--- src/rtl/core/mhpq_pkg.sv ---
`timescale 1ns / 1ps
`default_nettype none
// ----------------------------------------------------------------------------
// mhpq_pkg: shared types and codes of the min-heap priority queue
// Beat formats, action and status codes, controller/datapath interface.
// ----------------------------------------------------------------------------
package mhpq_pkg;

  localparam int unsigned KEY_FIELD_W = 32;
  localparam int unsigned CNT_FIELD_W = 11;

  // action codes
  localparam logic ACT_INSERT  = 1'b0;
  localparam logic ACT_EXTRACT = 1'b1;

  // status codes
  localparam logic [1:0] STAT_DONE  = 2'd0;
  localparam logic [1:0] STAT_EMPTY = 2'd1;
  localparam logic [1:0] STAT_FULL  = 2'd2;

  typedef struct packed {
    logic                          action;
    logic signed [KEY_FIELD_W-1:0] key_in;
  } mhpq_in_t;

  typedef struct packed {
    logic [1:0]                    status;
    logic signed [KEY_FIELD_W-1:0] popped_key;
    logic signed [KEY_FIELD_W-1:0] min_key;
    logic                          is_empty;
    logic [CNT_FIELD_W-1:0]        entry_count;
  } mhpq_out_t;

  // controller -> datapath
  typedef struct packed {
    logic set_full;   // refuse insert
    logic set_empty;  // refuse extract
    logic ins_start;  // append key, open hole at the tail
    logic ext_start;  // pop root, read the tail entry
    logic last_ld;    // tail entry becomes the moving key, hole at root
    logic up_rd;      // read parent (or place key at root)
    logic up_cmp;     // compare with parent, move hole up or place key
    logic dn_rd;      // read both children
    logic dn_cmp;     // compare with children, move hole down or place key
    logic out_load;   // capture result beat
  } mhpq_cmd_t;

  // datapath -> controller
  typedef struct packed {
    logic is_full;
    logic is_zero;
    logic last_one;
    logic up_top;
    logic up_stop;
    logic dn_stop;
  } mhpq_sts_t;

endpackage
`default_nettype wire

--- src/rtl/core/mhpq_ctrl.sv ---
`timescale 1ns / 1ps
`default_nettype none
// ----------------------------------------------------------------------------
// mhpq_ctrl: heap sequencer
// Accepts one action, steps the sift up or down, hands off the result beat.
// ----------------------------------------------------------------------------
module mhpq_ctrl (
  input  wire logic                clk,
  input  wire logic                rst_n,
  input  wire logic                in_valid,
  output logic                     in_ready,
  input  wire logic                action,
  output logic                     out_valid,
  input  wire logic                out_ready,
  input  wire mhpq_pkg::mhpq_sts_t sts,
  output mhpq_pkg::mhpq_cmd_t      cmd
);
  import mhpq_pkg::*;

  typedef enum logic [2:0] {
    S_IDLE,
    S_UP_RD,
    S_UP_CMP,
    S_LAST,
    S_DN_RD,
    S_DN_CMP,
    S_DONE
  } state_t;

  state_t state_r, state_nxt;
  logic   out_valid_r, out_valid_nxt;
  logic   slot_free;

  assign slot_free = !out_valid_r || out_ready;
  assign in_ready  = (state_r == S_IDLE);
  assign out_valid = out_valid_r;

  always_comb begin
    cmd           = '0;
    state_nxt     = state_r;
    out_valid_nxt = out_valid_r && !out_ready;
    case (state_r)
      S_IDLE: begin
        if (in_valid) begin
          if (action == ACT_INSERT) begin
            if (sts.is_full) begin
              cmd.set_full = 1'b1;
              state_nxt    = S_DONE;
            end else begin
              cmd.ins_start = 1'b1;
              state_nxt     = S_UP_RD;
            end
          end else begin
            if (sts.is_zero) begin
              cmd.set_empty = 1'b1;
              state_nxt     = S_DONE;
            end else begin
              cmd.ext_start = 1'b1;
              state_nxt     = sts.last_one ? S_DONE : S_LAST;
            end
          end
        end
      end
      S_UP_RD: begin
        cmd.up_rd = 1'b1;
        state_nxt = sts.up_top ? S_DONE : S_UP_CMP;
      end
      S_UP_CMP: begin
        cmd.up_cmp = 1'b1;
        state_nxt  = sts.up_stop ? S_DONE : S_UP_RD;
      end
      S_LAST: begin
        cmd.last_ld = 1'b1;
        state_nxt   = S_DN_RD;
      end
      S_DN_RD: begin
        cmd.dn_rd = 1'b1;
        state_nxt = S_DN_CMP;
      end
      S_DN_CMP: begin
        cmd.dn_cmp = 1'b1;
        state_nxt  = sts.dn_stop ? S_DONE : S_DN_RD;
      end
      S_DONE: begin
        if (slot_free) begin
          cmd.out_load  = 1'b1;
          out_valid_nxt = 1'b1;
          state_nxt     = S_IDLE;
        end
      end
      default: begin
        state_nxt = S_IDLE;
      end
    endcase
  end

  always_ff @(posedge clk) begin
    if (!rst_n) begin
      state_r     <= S_IDLE;
      out_valid_r <= 1'b0;
    end else begin
      state_r     <= state_nxt;
      out_valid_r <= out_valid_nxt;
    end
  end

endmodule
`default_nettype wire

--- config.mk ---
export PLATFORM = sky130hd
export DESIGN_NAME = mhpq_ctrl
export DESIGN_NICKNAME = d
export VERILOG_FILES = /design/src/rtl/core/mhpq_pkg.sv /design/src/rtl/core/mhpq_ctrl.sv
export SDC_FILE = /design/constraint.sdc
export NUM_CORES = 1
export LEC_CHECK = 0
export ABC_AREA = 1
export ABC_CLOCK_PERIOD_IN_PS = 3400
export BUFFER_PORTS_ARGS = -buffer_cell sky130_fd_sc_hd__buf_2
export CAP_MARGIN = 20
export CORE_AREA = 2 2 39 41
export CTS_BUF_LIST = sky130_fd_sc_hd__clkbuf_16
export CTS_CLUSTER_SIZE = 20
export DETAILED_ROUTE_END_ITERATION = 7
export DIE_AREA = 0 0 41 43
export PLACE_DENSITY = 0.54
export SLEW_MARGIN = 20
export SYNTH_ARGS = -nofsm -noshare
export SYNTH_HDL_FRONTEND = slang
export SYNTH_SLANG_ARGS = --single-unit
--- constraint.sdc ---
create_clock -name clk -period 3.4 [get_ports clk]
set_clock_uncertainty 0.15 [all_clocks]
set_input_delay 0.34 -clock clk [delete_from_list [all_inputs] [get_ports clk]]
set_output_delay 0.34 -clock clk [all_outputs]
set_load 0.02 [all_outputs]
# Word level (Yosys, flattened, before mapping)
# Cells that the tools add are included.
dict set report classes {
  n_eq_ne 8
  n_mux 29
  reduce_logical 6
}
# cell count
set ops {}
lappend ops {{2-to-1 mux 3 bit} 8}
lappend ops {{one-hot mux 3 bit (7 select lines)} 1}
lappend ops {{2-to-1 mux 1 bit} 17}
lappend ops {{equality test 3 bit (second input constant)} 3}
lappend ops {{2-to-1 mux 4 bit} 2}
lappend ops {{equality test 3 x 2 -> 1 bit (second input constant)} 2}
lappend ops {{!= test 2 bit (second input constant)} 2}
lappend ops {{equality test 3 x 1 -> 1 bit (second input constant)} 1}
lappend ops {{zero test 3 bit} 1}
lappend ops {{zero test 1 bit} 2}
lappend ops {{2-to-1 mux 2 bit} 1}
lappend ops {{AND reduction 2 bit} 1}
lappend ops {{logical AND 1 bit} 1}
lappend ops {{logical OR 1 bit} 1}
dict set report totals {
  register_bits 4
  out_inout_bits 12
  inputBits 11
}

# Depth between registers and ports, before layout
# Gate-level depths: netlist of the first run.
dict set report logic_depth {
  word_depth 5
  depth_mapped 8
}

# Least setup slack after synthesis of the first run
# OpenSTA, ideal clock, no wires.
dict set report synth_timing {
  path_kind {reg-to-output}
  startpoint {register state_r[0]}
  endpoint {output port cmd[6] (netlist bit)}
  stages_incl_launch_ff 6
  arrival_ps 1391
  t_required_ps 2910
  setup_slack_ps 1519
  path_cell_list {dfxtp_1 inv_2 nand2_2 nor2_2 nand2_1 nor3_1}
}
# element line_no
set synth_rtl {}
lappend synth_rtl {{start: declaration} mhpq_ctrl.sv:30} ;# state_t state_r, state_nxt;
lappend synth_rtl {{start signal: assignment} mhpq_ctrl.sv:102} ;# state_r <= state_nxt;
lappend synth_rtl {{end: declaration} mhpq_ctrl.sv:16} ;# output mhpq_pkg::mhpq_cmd_t cmd

==> results of run 1 <==
-- per-layer routing --
layer | vias up | global-route usage | wire (um)
li1 | 231 | - | -
met1 | 169 | 0.148 | 361
met2 | 12 | 0.147 | 354
met3 | 0 | 0.0471 | 68
met4 | 0 | 0.0200 | 0
met5 | - | 0 | 0
-- final cells by class --
| type | instances | area (um2) |
|---|---|---|
| Tap cell | 16 | 20.0 |
| Timing Repair Buffer | 22 | 110 |
| Inverter | 10 | 37.5 |
| Clock buffer | 3 | 75.1 |
| Fill cell | 150 | 857 |
| Sequential cell | 4 | 80.1 |
| Multi-Input combinational cell | 42 | 204 |
-- stage by stage --
stage	area [um2]	hold WS, ns	instances	worst slack (ns)	power [W]
floorplan	322	0.322	56	1.52	0.000260
global placement	452	0.428	94	1.79	0.000328
detailed placement	452	0.437	94	1.77	0.000325
CTS	527	0.236	97	1.53	0.000507
global route	527	0.261	97	1.40	0.000537
finish	527	0.241	97	1.55	0.000499
-- registers in the layout, indices dropped and copies added, names as in the netlist --
register	count
out_valid	1
state_r	3
-- critical path, cell delays in order, from the launching register on --
cell     delay [ns]
dfxtp_1        0.36
inv_2          0.09
nand2_2        0.06
nor2_2         0.17
nand2_1        0.13
nor3_1         0.14
buf_2          0.19
-- placed cells by master (no fill, tap or decap) --
cell type	count
a21oi_1	2
a21oi_2	1
buf_2	22
clkbuf_16	3
dfxtp_1	4
inv_1	8
inv_2	2
nand2_1	10
nand2_2	3
nand3_1	4
nand3b_1	1
nor2_1	9
nor2_2	1
nor3_1	7
nor4_1	1
o211ai_1	1
o21ai_1	1
o21bai_1	1
-- report_power, final --
part / total (W) / internal (W) / switching [W]
sequential: 0.0000883 / 0.0000640 / 0.0000243
combinational: 0.000232 / 0.0000796 / 0.000152
clock: 0.000179 / 0.000150 / 0.0000290
-- cells by family after synthesis --
logic type,after synthesis
buffers and inverters,10
flip-flops,4
AO/OA/AOI/OAI,6
AND/OR/NAND/NOR,36
-- worst paths after layout --
path | endpoint | slack [ns] | depth (start not counted)
worst max-delay path | cmd[6] | 1.55 | 6
worst max register to register | state_r[2] | 2.11 | 7
worst min register to register | state_r[1] | 0.43 | 4
worst min-delay path | state_r[1] | 0.24 | 3
==> flow_summary_export.csv, run 1 <==
group,metric,value,unit
run_status,outcome,"complete, no violations",
worst_setup_path,required,2.91,ns
worst_setup_path,cp.arrival,1.36,ns
global_route,antenna_found_initial,0,
drt,via_count,412,
drt,via_per_inst,4.25,
clock_network,cts-htree-levels,1,
synth,synth_top_family_by_area,"simple AND/OR/NAND/NOR gates",
clock_network,cts_resized,0,
min_path,hold_class,"primary input to flop",
pwr,total_leakage_power,0.291,nW
synth,synthXorXnorAreaFrac,0,
global_route,grt_max_degree,8,
drt,ant_nets,0,
worst_setup_path,crit_start,"state_r[0]",
synth,yosys-top-cells-area,"dfxtp_1 (25%), nand2_1 (12%), nor3_1 (11%)",
drt,routedWlPerCell,8.08,um
worst_setup_path,start_kind,"flop",
drt,dr.pass1.iters,4,
sta,maxSlewHeadroom,0.833,
drt,totalWireLength,784,um
synth,synth_compound_area_frac,0.121,
synth,synthCells,56,
die,start_util,0.232,
placement,routabilityCongestion,0.696,
synth,synth-seq-cells,4,
synth,async_flop_share,0,
placement,portBuffers,22,
min_path,min_from,"rst_n",
global_route,grt_overflow_total,0,
worst_setup_path,r2r_start,"state_r[2]",
die,die_h,43,um
clock_network,numCtsBuffers,3,
synth,synth_fp_nets,67,
clock_network,clk_latency,0.22,ns
global_route,grt_usage,0.105,
clock_network,clk_pin_slew,0.03,ns
clock_network,cts_hold_buffers,0,
synth,synth-simple-area-share,0.514,
die,core-area,0.00138,mm2
worst_setup_path,cp-end-kind,"output port",
job,max-cap-violations,0,
synth,synth.area.mux_share,0,
sta,hold_viol_final,0,
die,ios,23,
sta,rsz0062_at_grt,"false",
synth,synth_edf_count,0,
final_layout,diodes,0,
final_layout,layout.nets,94,
synth,yosys.area_share.adder,0,
sta,fin_tns_setup,0,ns
sta,period_share,0.544,
clock_network,cts-root-buf,"clkbuf_16",
clock_network,max-clock-path-buffers,2,
sta,worst_slew_pin_slew,0.249,ns
placement,place_hpwl,686,um
final_layout,drive_gt1_frac,0.395,
die,row_count,14,
die,fp.dieW,41,um
die,dieArea,0.00176,mm2
sta,max_freq,540,MHz
global_route,grt_pass1_wl,1300,um
synth,synth_top_area_frac,0.249,
worst_setup_path,cp_max_fo,7,
sta,setup_viol,0,
clock_network,cts_sinks,4,
final_layout,final_util,0.381,
synth,syn_avg_cell_area,5.74,um2
clock_network,cts_setup_buffers,0,
synth,ys_warn_count,0,
synth,synth_most_common_cell,"nand2_1",
sta,layout_min_cycle_time,1.85,ns
synth,ys_seq_area_frac,0.249,
sta,maxSlewViolCount,0,
synth,synthTopCellsByCount,"nand2_1 (10), nor2_1 (9), inv_1 (8), nor3_1 (7)",
drt,drc,0,
final_layout,syn_to_final_growth,63.8,%
synth,ys_types,16,
drt,drtIter0Drc,12,
clock_network,cts_tree,"done",
global_route,grt_pass1_vias,338,
pwr,power_density,948,mW/mm2
synth,ys.flop_type,"dfxtp_1",
worst_setup_path,crit_type,"flop to output port",
pwr,vdd_drop_max,0.000568,V
synth,synthesis.area,322,um2
synth,yosys.area.top_type,"dfxtp_1",
Note: power is estimated with default switching activity, not from simulation.
==> run 2: changes to the inputs <==
--- a/config.mk
+++ b/config.mk
@@ -6,7 +6,7 @@
 export NUM_CORES = 1
 export LEC_CHECK = 0
 export ABC_AREA = 1
-export ABC_CLOCK_PERIOD_IN_PS = 3400
+export ABC_CLOCK_PERIOD_IN_PS = 1700
 export BUFFER_PORTS_ARGS = -buffer_cell sky130_fd_sc_hd__buf_2
 export CAP_MARGIN = 20
 export CORE_AREA = 2 2 39 41
@@ -14,7 +14,7 @@
 export CTS_CLUSTER_SIZE = 20
 export DETAILED_ROUTE_END_ITERATION = 7
 export DIE_AREA = 0 0 41 43
-export PLACE_DENSITY = 0.54
+export PLACE_DENSITY = 0.56
 export SLEW_MARGIN = 20
 export SYNTH_ARGS = -nofsm -noshare
 export SYNTH_HDL_FRONTEND = slang
==> constraint.sdc (replaced) <==
create_clock -name clk -period 1.7 [get_ports clk]
set_clock_uncertainty 0.15 [all_clocks]
set_input_delay 0.17 -clock clk [delete_from_list [all_inputs] [get_ports clk]]
set_output_delay 0.17 -clock clk [all_outputs]
set_load 0.02 [all_outputs]
==> run 2 against run 1 <==
Via count increased by 7.3%. Critical path type unchanged. Clock-buffer cell count unchanged. Critical endpoint is now cmd[8]. Cell area grew 6.4%. Register-to-register slack worse by 1.8 ns. Largest power group unchanged. Largest cell class unchanged. Global-route usage up 0.59 points. Die area did not move.
==> flow_summary_export.csv, run 2 (same netlist as run 1, synthesis figures left out) <==
group,metric,value,unit
pwr,pwr-share-seq,0.168,
clock_network,cts-root-buf,"clkbuf_16",
clock_network,cts_sinks,4,
worst_setup_path,required,1.38,ns
pwr,pwr-share-comb,0.497,
clock_network,numCtsBuffers,3,
clock_network,max-clock-path-buffers,2,
global_route,grt_pass1_wl,1270,um
placement,portBuffers,22,
job,max-cap-violations,0,
worst_setup_path,cp-end-kind,"output port",
pwr,cellInternalPower,0.000636,W
sta,layout_min_cycle_time,1.61,ns
sta,period_share,0.948,
die,die_h,43,um
sta,worst_slew_pin_slew,0.300,ns
drt,routedWlPerCell,8.98,um
placement,place_hpwl,717,um
sta,maxSlewHeadroom,0.799,
die,fp.dieW,41,um
die,row_count,14,
sta,hold_viol_final,0,
sta,maxSlewViolCount,0,
final_layout,layout.nets,96,
final_layout,drive_gt1_frac,0.458,
sta,finalWorstSetupSlack,0.0878,ns
min_path,hold_class,"primary input to flop",
worst_setup_path,r2r_slack,0.35,ns
global_route,grt_overflow_total,0,
global_route,grt_pass1_vias,355,
run_status,outcome,"complete, no violations",
die,core-area,0.00138,mm2
min_path,hold-path-cell-count,3,
die,dieArea,0.00176,mm2
pwr,switchingPower,0.000446,W
worst_setup_path,path_cells,"inv_2 -> nand2_2 -> nor2_4 -> nand2_2 -> nor3_1 -> buf_2",
clock_network,clk_latency,0.22,ns
global_route,antenna_found_initial,0,
min_path,min_from,"rst_n",
global_route,grt_max_degree,8,
pwr,clkPwrFrac,0.335,
die,start_util,0.232,
drt,drc,0,
clock_network,cts-htree-levels,1,
pwr,power_density,1930,mW/mm2
sta,max_freq,620,MHz
placement,routabilityCongestion,0.711,
clock_network,clk_pin_slew,0.03,ns
drt,totalWireLength,889,um
worst_setup_path,max_stage_delay,0.32,ns
min_path,min_to,"state_r[1]",
sta,setup_viol,0,
final_layout,diodes,0,
final_layout,postLayoutCellArea,561,um2
final_layout,final_cell_mix,"buf_2 (22), nand2_1 (9), nor2_1 (9)",
final_layout,syn_to_final_growth,74.3,%
drt,ant_nets,0,
drt,dr.pass1.iters,2,
worst_setup_path,crit_type,"flop to output port",
drt,via_count,442,
worst_setup_path,start_kind,"flop",
pwr,total_leakage_power,0.304,nW
worst_setup_path,r2r_cells,7,
final_layout,largest_reg_flops,3,
worst_setup_path,cp.arrival,1.29,ns
worst_setup_path,r2r_start,"state_r[2]",
worst_setup_path,cp_max_fo,5,
global_route,grt_usage,0.111,
placement,postPlaceCellArea,452,um2
drt,via_per_inst,4.46,
final_layout,layout_commonest_cell,"buf_2",
clock_network,cts_tree,"done",
final_layout,final_util,0.405,
die,ios,23,
placement,dp_slack,0.222,ns
worst_setup_path,reg2reg_to,"state_r[2]",
drt,drtIter0Drc,1,
worst_setup_path,cpMostUsedCell,"nand2_2",
pwr,vdd_drop_max,0.00101,V
worst_setup_path,cp_slowest_cell,"dfxtp_1",
pwr,swShare,0.412,
final_layout,registers.top_by_ff_count,"state_r",
==> run 2: metrics by stage <==
step	setup TNS, ns	std cells	hold WS [ns]	total power (W)
3_3_place_gp	0	94	0.296	0.000648
4_1_cts	0	97	0.0657	0.00104
2_1_floorplan	-0.0318	56	0.152	0.000521
5_1_grt	-0.00235	99	0.0968	0.00117
6_report	0	99	0.0667	0.00108
3_5_place_dp	0	94	0.299	0.000651
==> run 2: metal layers <==
layer  share of wire  GRT usage  vias to the layer above
met5               0          0                        -
met4           0.024      0.100                        0
met3           0.074     0.0314                        2
met2            0.51      0.175                       17
met1            0.40      0.109                      187
li1                -          -                      236
==> run 2: cell type report <==
class	instances	area, um2
Inverter	10	37.5
Clock buffer	3	75.1
Multi-Input combinational cell	42	221
Timing Repair Buffer	24	125
Sequential cell	4	81.3
Tap cell	16	20.0
Fill cell	159	823
==> run 2: what timing repair did <==
action	in CTS	in global routing
pin swaps	0	1
buffers inserted	0	2
resized for setup	1	4
setup endpoints to repair	1	3
hold buffers	0	0
==> run 2: power groups by stage <==
stage	clock network [W]	registers, W	logic [W]
after CTS	0.000372	0.000179	0.000486
after detailed placement	0	0.000178	0.000472
after floorplan	0	0.000173	0.000348
after global placement	0	0.000177	0.000471
final	0.000363	0.000182	0.000537
after global routing	0.000379	0.000189	0.000602
==> run 2: worst max-delay path by stage <==
stage	start	to	slack, ns	cells past startpoint
final	state_r[1]	cmd[8]	0.09	6
after global routing	state_r[1]	cmd[9]	-0.002	6
after CTS	state_r[0]	cmd[6]	0.05	6
after detailed placement	state_r[0]	cmd[6]	0.22	6
after global placement	state_r[0]	cmd[6]	0.26	6
after floorplan	state_r[0]	cmd[6]	-0.01	5
==> run 2: critical path, delay by kind of cell, from the launching register on <==
family | cells | cell delay, ns
buffers and inverters | 2 | 0.27
DFF | 1 | 0.32
and+or+nand+nor | 4 | 0.47
==> run 3: changes to the inputs <==
--- a/config.mk
+++ b/config.mk
@@ -6,7 +6,7 @@
 export NUM_CORES = 1
 export LEC_CHECK = 0
 export ABC_AREA = 1
-export ABC_CLOCK_PERIOD_IN_PS = 1700
+export ABC_CLOCK_PERIOD_IN_PS = 1800
 export BUFFER_PORTS_ARGS = -buffer_cell sky130_fd_sc_hd__buf_2
 export CAP_MARGIN = 20
 export CORE_AREA = 2 2 39 41
@@ -14,8 +14,7 @@
 export CTS_CLUSTER_SIZE = 20
 export DETAILED_ROUTE_END_ITERATION = 7
 export DIE_AREA = 0 0 41 43
-export PLACE_DENSITY = 0.56
-export SLEW_MARGIN = 20
+export PLACE_DENSITY = 0.54
 export SYNTH_ARGS = -nofsm -noshare
 export SYNTH_HDL_FRONTEND = slang
 export SYNTH_SLANG_ARGS = --single-unit
==> constraint.sdc (replaced) <==
create_clock -name clk -period 1.8 [get_ports clk]
set_clock_uncertainty 0.15 [all_clocks]
set_input_delay 0.18 -clock clk [delete_from_list [all_inputs] [get_ports clk]]
set_output_delay 0.18 -clock clk [all_outputs]
set_load 0.02 [all_outputs]
==> run 3 against run 2 <==
Sequential cell count unchanged. Worst setup slack improved by 0.068 ns. Die area unchanged. Power decreased by 11%. Global-route usage down 1.2 points. Sequential share of layout area is 0.55 points higher. Worst hold slack improved by 0.0052 ns. Combinational power decreased by 16%. Critical path type unchanged.
==> flow_summary_export.csv, run 3 (same netlist as run 1, synthesis figures left out) <==
group,metric,value,unit
run_status,outcome,"complete, no violations",
pwr,total_leakage_power,0.292,nW
pwr,power_density,1820,mW/mm2
sta,max_freq,608,MHz
die,die_h,43,um
final_layout,final_cell_mix,"buf_2 (22), nand2_1 (10), nor2_1 (9)",
global_route,grt_overflow_total,0,
clock_network,cts_tree,"done",
sta,layout_min_cycle_time,1.64,ns
drt,totalWireLength,824,um
final_layout,final_util,0.384,
worst_setup_path,cp.arrival,1.31,ns
clock_network,max-clock-path-buffers,2,
final_layout,largest_reg_flops,3,
pwr,vdd_drop_max,0.000923,V
drt,via_count,420,
worst_setup_path,start_kind,"flop",
global_route,grt_pass1_wl,1220,um
clock_network,clk_pin_slew,0.03,ns
die,row_count,14,
clock_network,cts_hold_buffers,0,
worst_setup_path,crit_type,"flop to output port",
worst_setup_path,r2r_slack,0.44,ns
final_layout,layout_commonest_cell,"buf_2",
clock_network,cts_sinks,4,
sta,fin_tns_setup,0,ns
final_layout,drive_gt1_frac,0.395,
final_layout,diodes,0,
drt,drtIter0Drc,4,
die,ios,23,
worst_setup_path,cp-end-kind,"output port",
min_path,hold-path-cell-count,3,
placement,routabilityCongestion,0.716,
die,core-area,0.00138,mm2
clock_network,cts-htree-levels,1,
drt,routedWlPerCell,8.49,um
drt,ant_nets,0,
global_route,antenna_found_initial,0,
drt,via_per_inst,4.33,
clock_network,cts-root-buf,"clkbuf_16",
worst_setup_path,required,1.47,ns
placement,place_hpwl,679,um
placement,portBuffers,22,
job,max-cap-violations,0,
final_layout,registers.top_by_ff_count,"state_r",
sta,hold_viol_final,0,
sta,period_share,0.913,
clock_network,clk_latency,0.22,ns
clock_network,numCtsBuffers,3,
sta,rsz0062_at_grt,"false",
die,dieArea,0.00176,mm2
global_route,grt_max_degree,8,
worst_setup_path,r2r_cells,7,
drt,drc,0,
final_layout,layout.nets,94,
global_route,grt_pass1_vias,332,
sta,maxSlewViolCount,0,
sta,setup_viol,0,
min_path,hold_class,"primary input to flop",
die,start_util,0.232,
worst_setup_path,cp_max_fo,7,
final_layout,syn_to_final_growth,65.4,%
die,fp.dieW,41,um
sta,maxSlewHeadroom,0.800,
sta,worst_slew_pin_slew,0.300,ns
drt,dr.pass1.iters,2,
global_route,grt_usage,0.0995,
-- run 3: final cells by class --
type,count,area (um2)
Sequential cell,4,80.1
Timing Repair Buffer,22,110
Inverter,10,37.5
Multi-Input combinational cell,42,209
Fill cell,150,852
Clock buffer,3,75.1
Tap cell,16,20.0
-- run 3: stage by stage --
stage	area (um2)	hold slack, ns	worst slack (ns)	std cells	power (W)
final	532	0.0720	0.156	97	0.000968
after CTS	527	0.0669	0.0983	97	0.000963
after global placement	452	0.304	0.350	94	0.000618
after global routing	532	0.0798	0.0570	97	0.00103
after floorplan	322	0.162	0.0794	56	0.000492
after detailed placement	452	0.298	0.337	94	0.000614
-- run 3: path summary, 6_finish.rpt --
path,from,endpoint
worst max-delay path,state_r[0],cmd[8]
worst min-delay path,rst_n,state_r[1]
worst max register to register,state_r[2],state_r[2]
worst min register to register,out_valid,state_r[1]
-- run 3: what timing repair did --
| action | CTS | global route |
|---|---|---|
| buffers inserted | 0 | 0 |
| resized for setup | 0 | 1 |
| endpoints found under the setup margin | 0 | 2 |
-- run 3: power breakdown --
group / switching (W) / total (W) / internal, W / leakage [nW]
logic: 0.000296 / 0.000453 / 0.000157 / 0.222
clock network: 0.0000619 / 0.000346 / 0.000284 / 0.0370
registers: 0.0000486 / 0.000170 / 0.000121 / 0.0329
-- run 3: per-layer routing --
layer	GRT usage	vias up	part of all wire
li1	-	232	-
met1	0.129	176	0.47
met2	0.147	12	0.47
met3	0.0628	0	0.063
met4	0	0	0
met5	0	-	0
-- run 3: critical path: stages (launching register included) --
cell and delay [ns]:
dfxtp_1 0.36, inv_2 0.09, nand2_2 0.07, nor2_4 0.13
nand2_1 0.11, nor3_1 0.14, buf_2 0.19
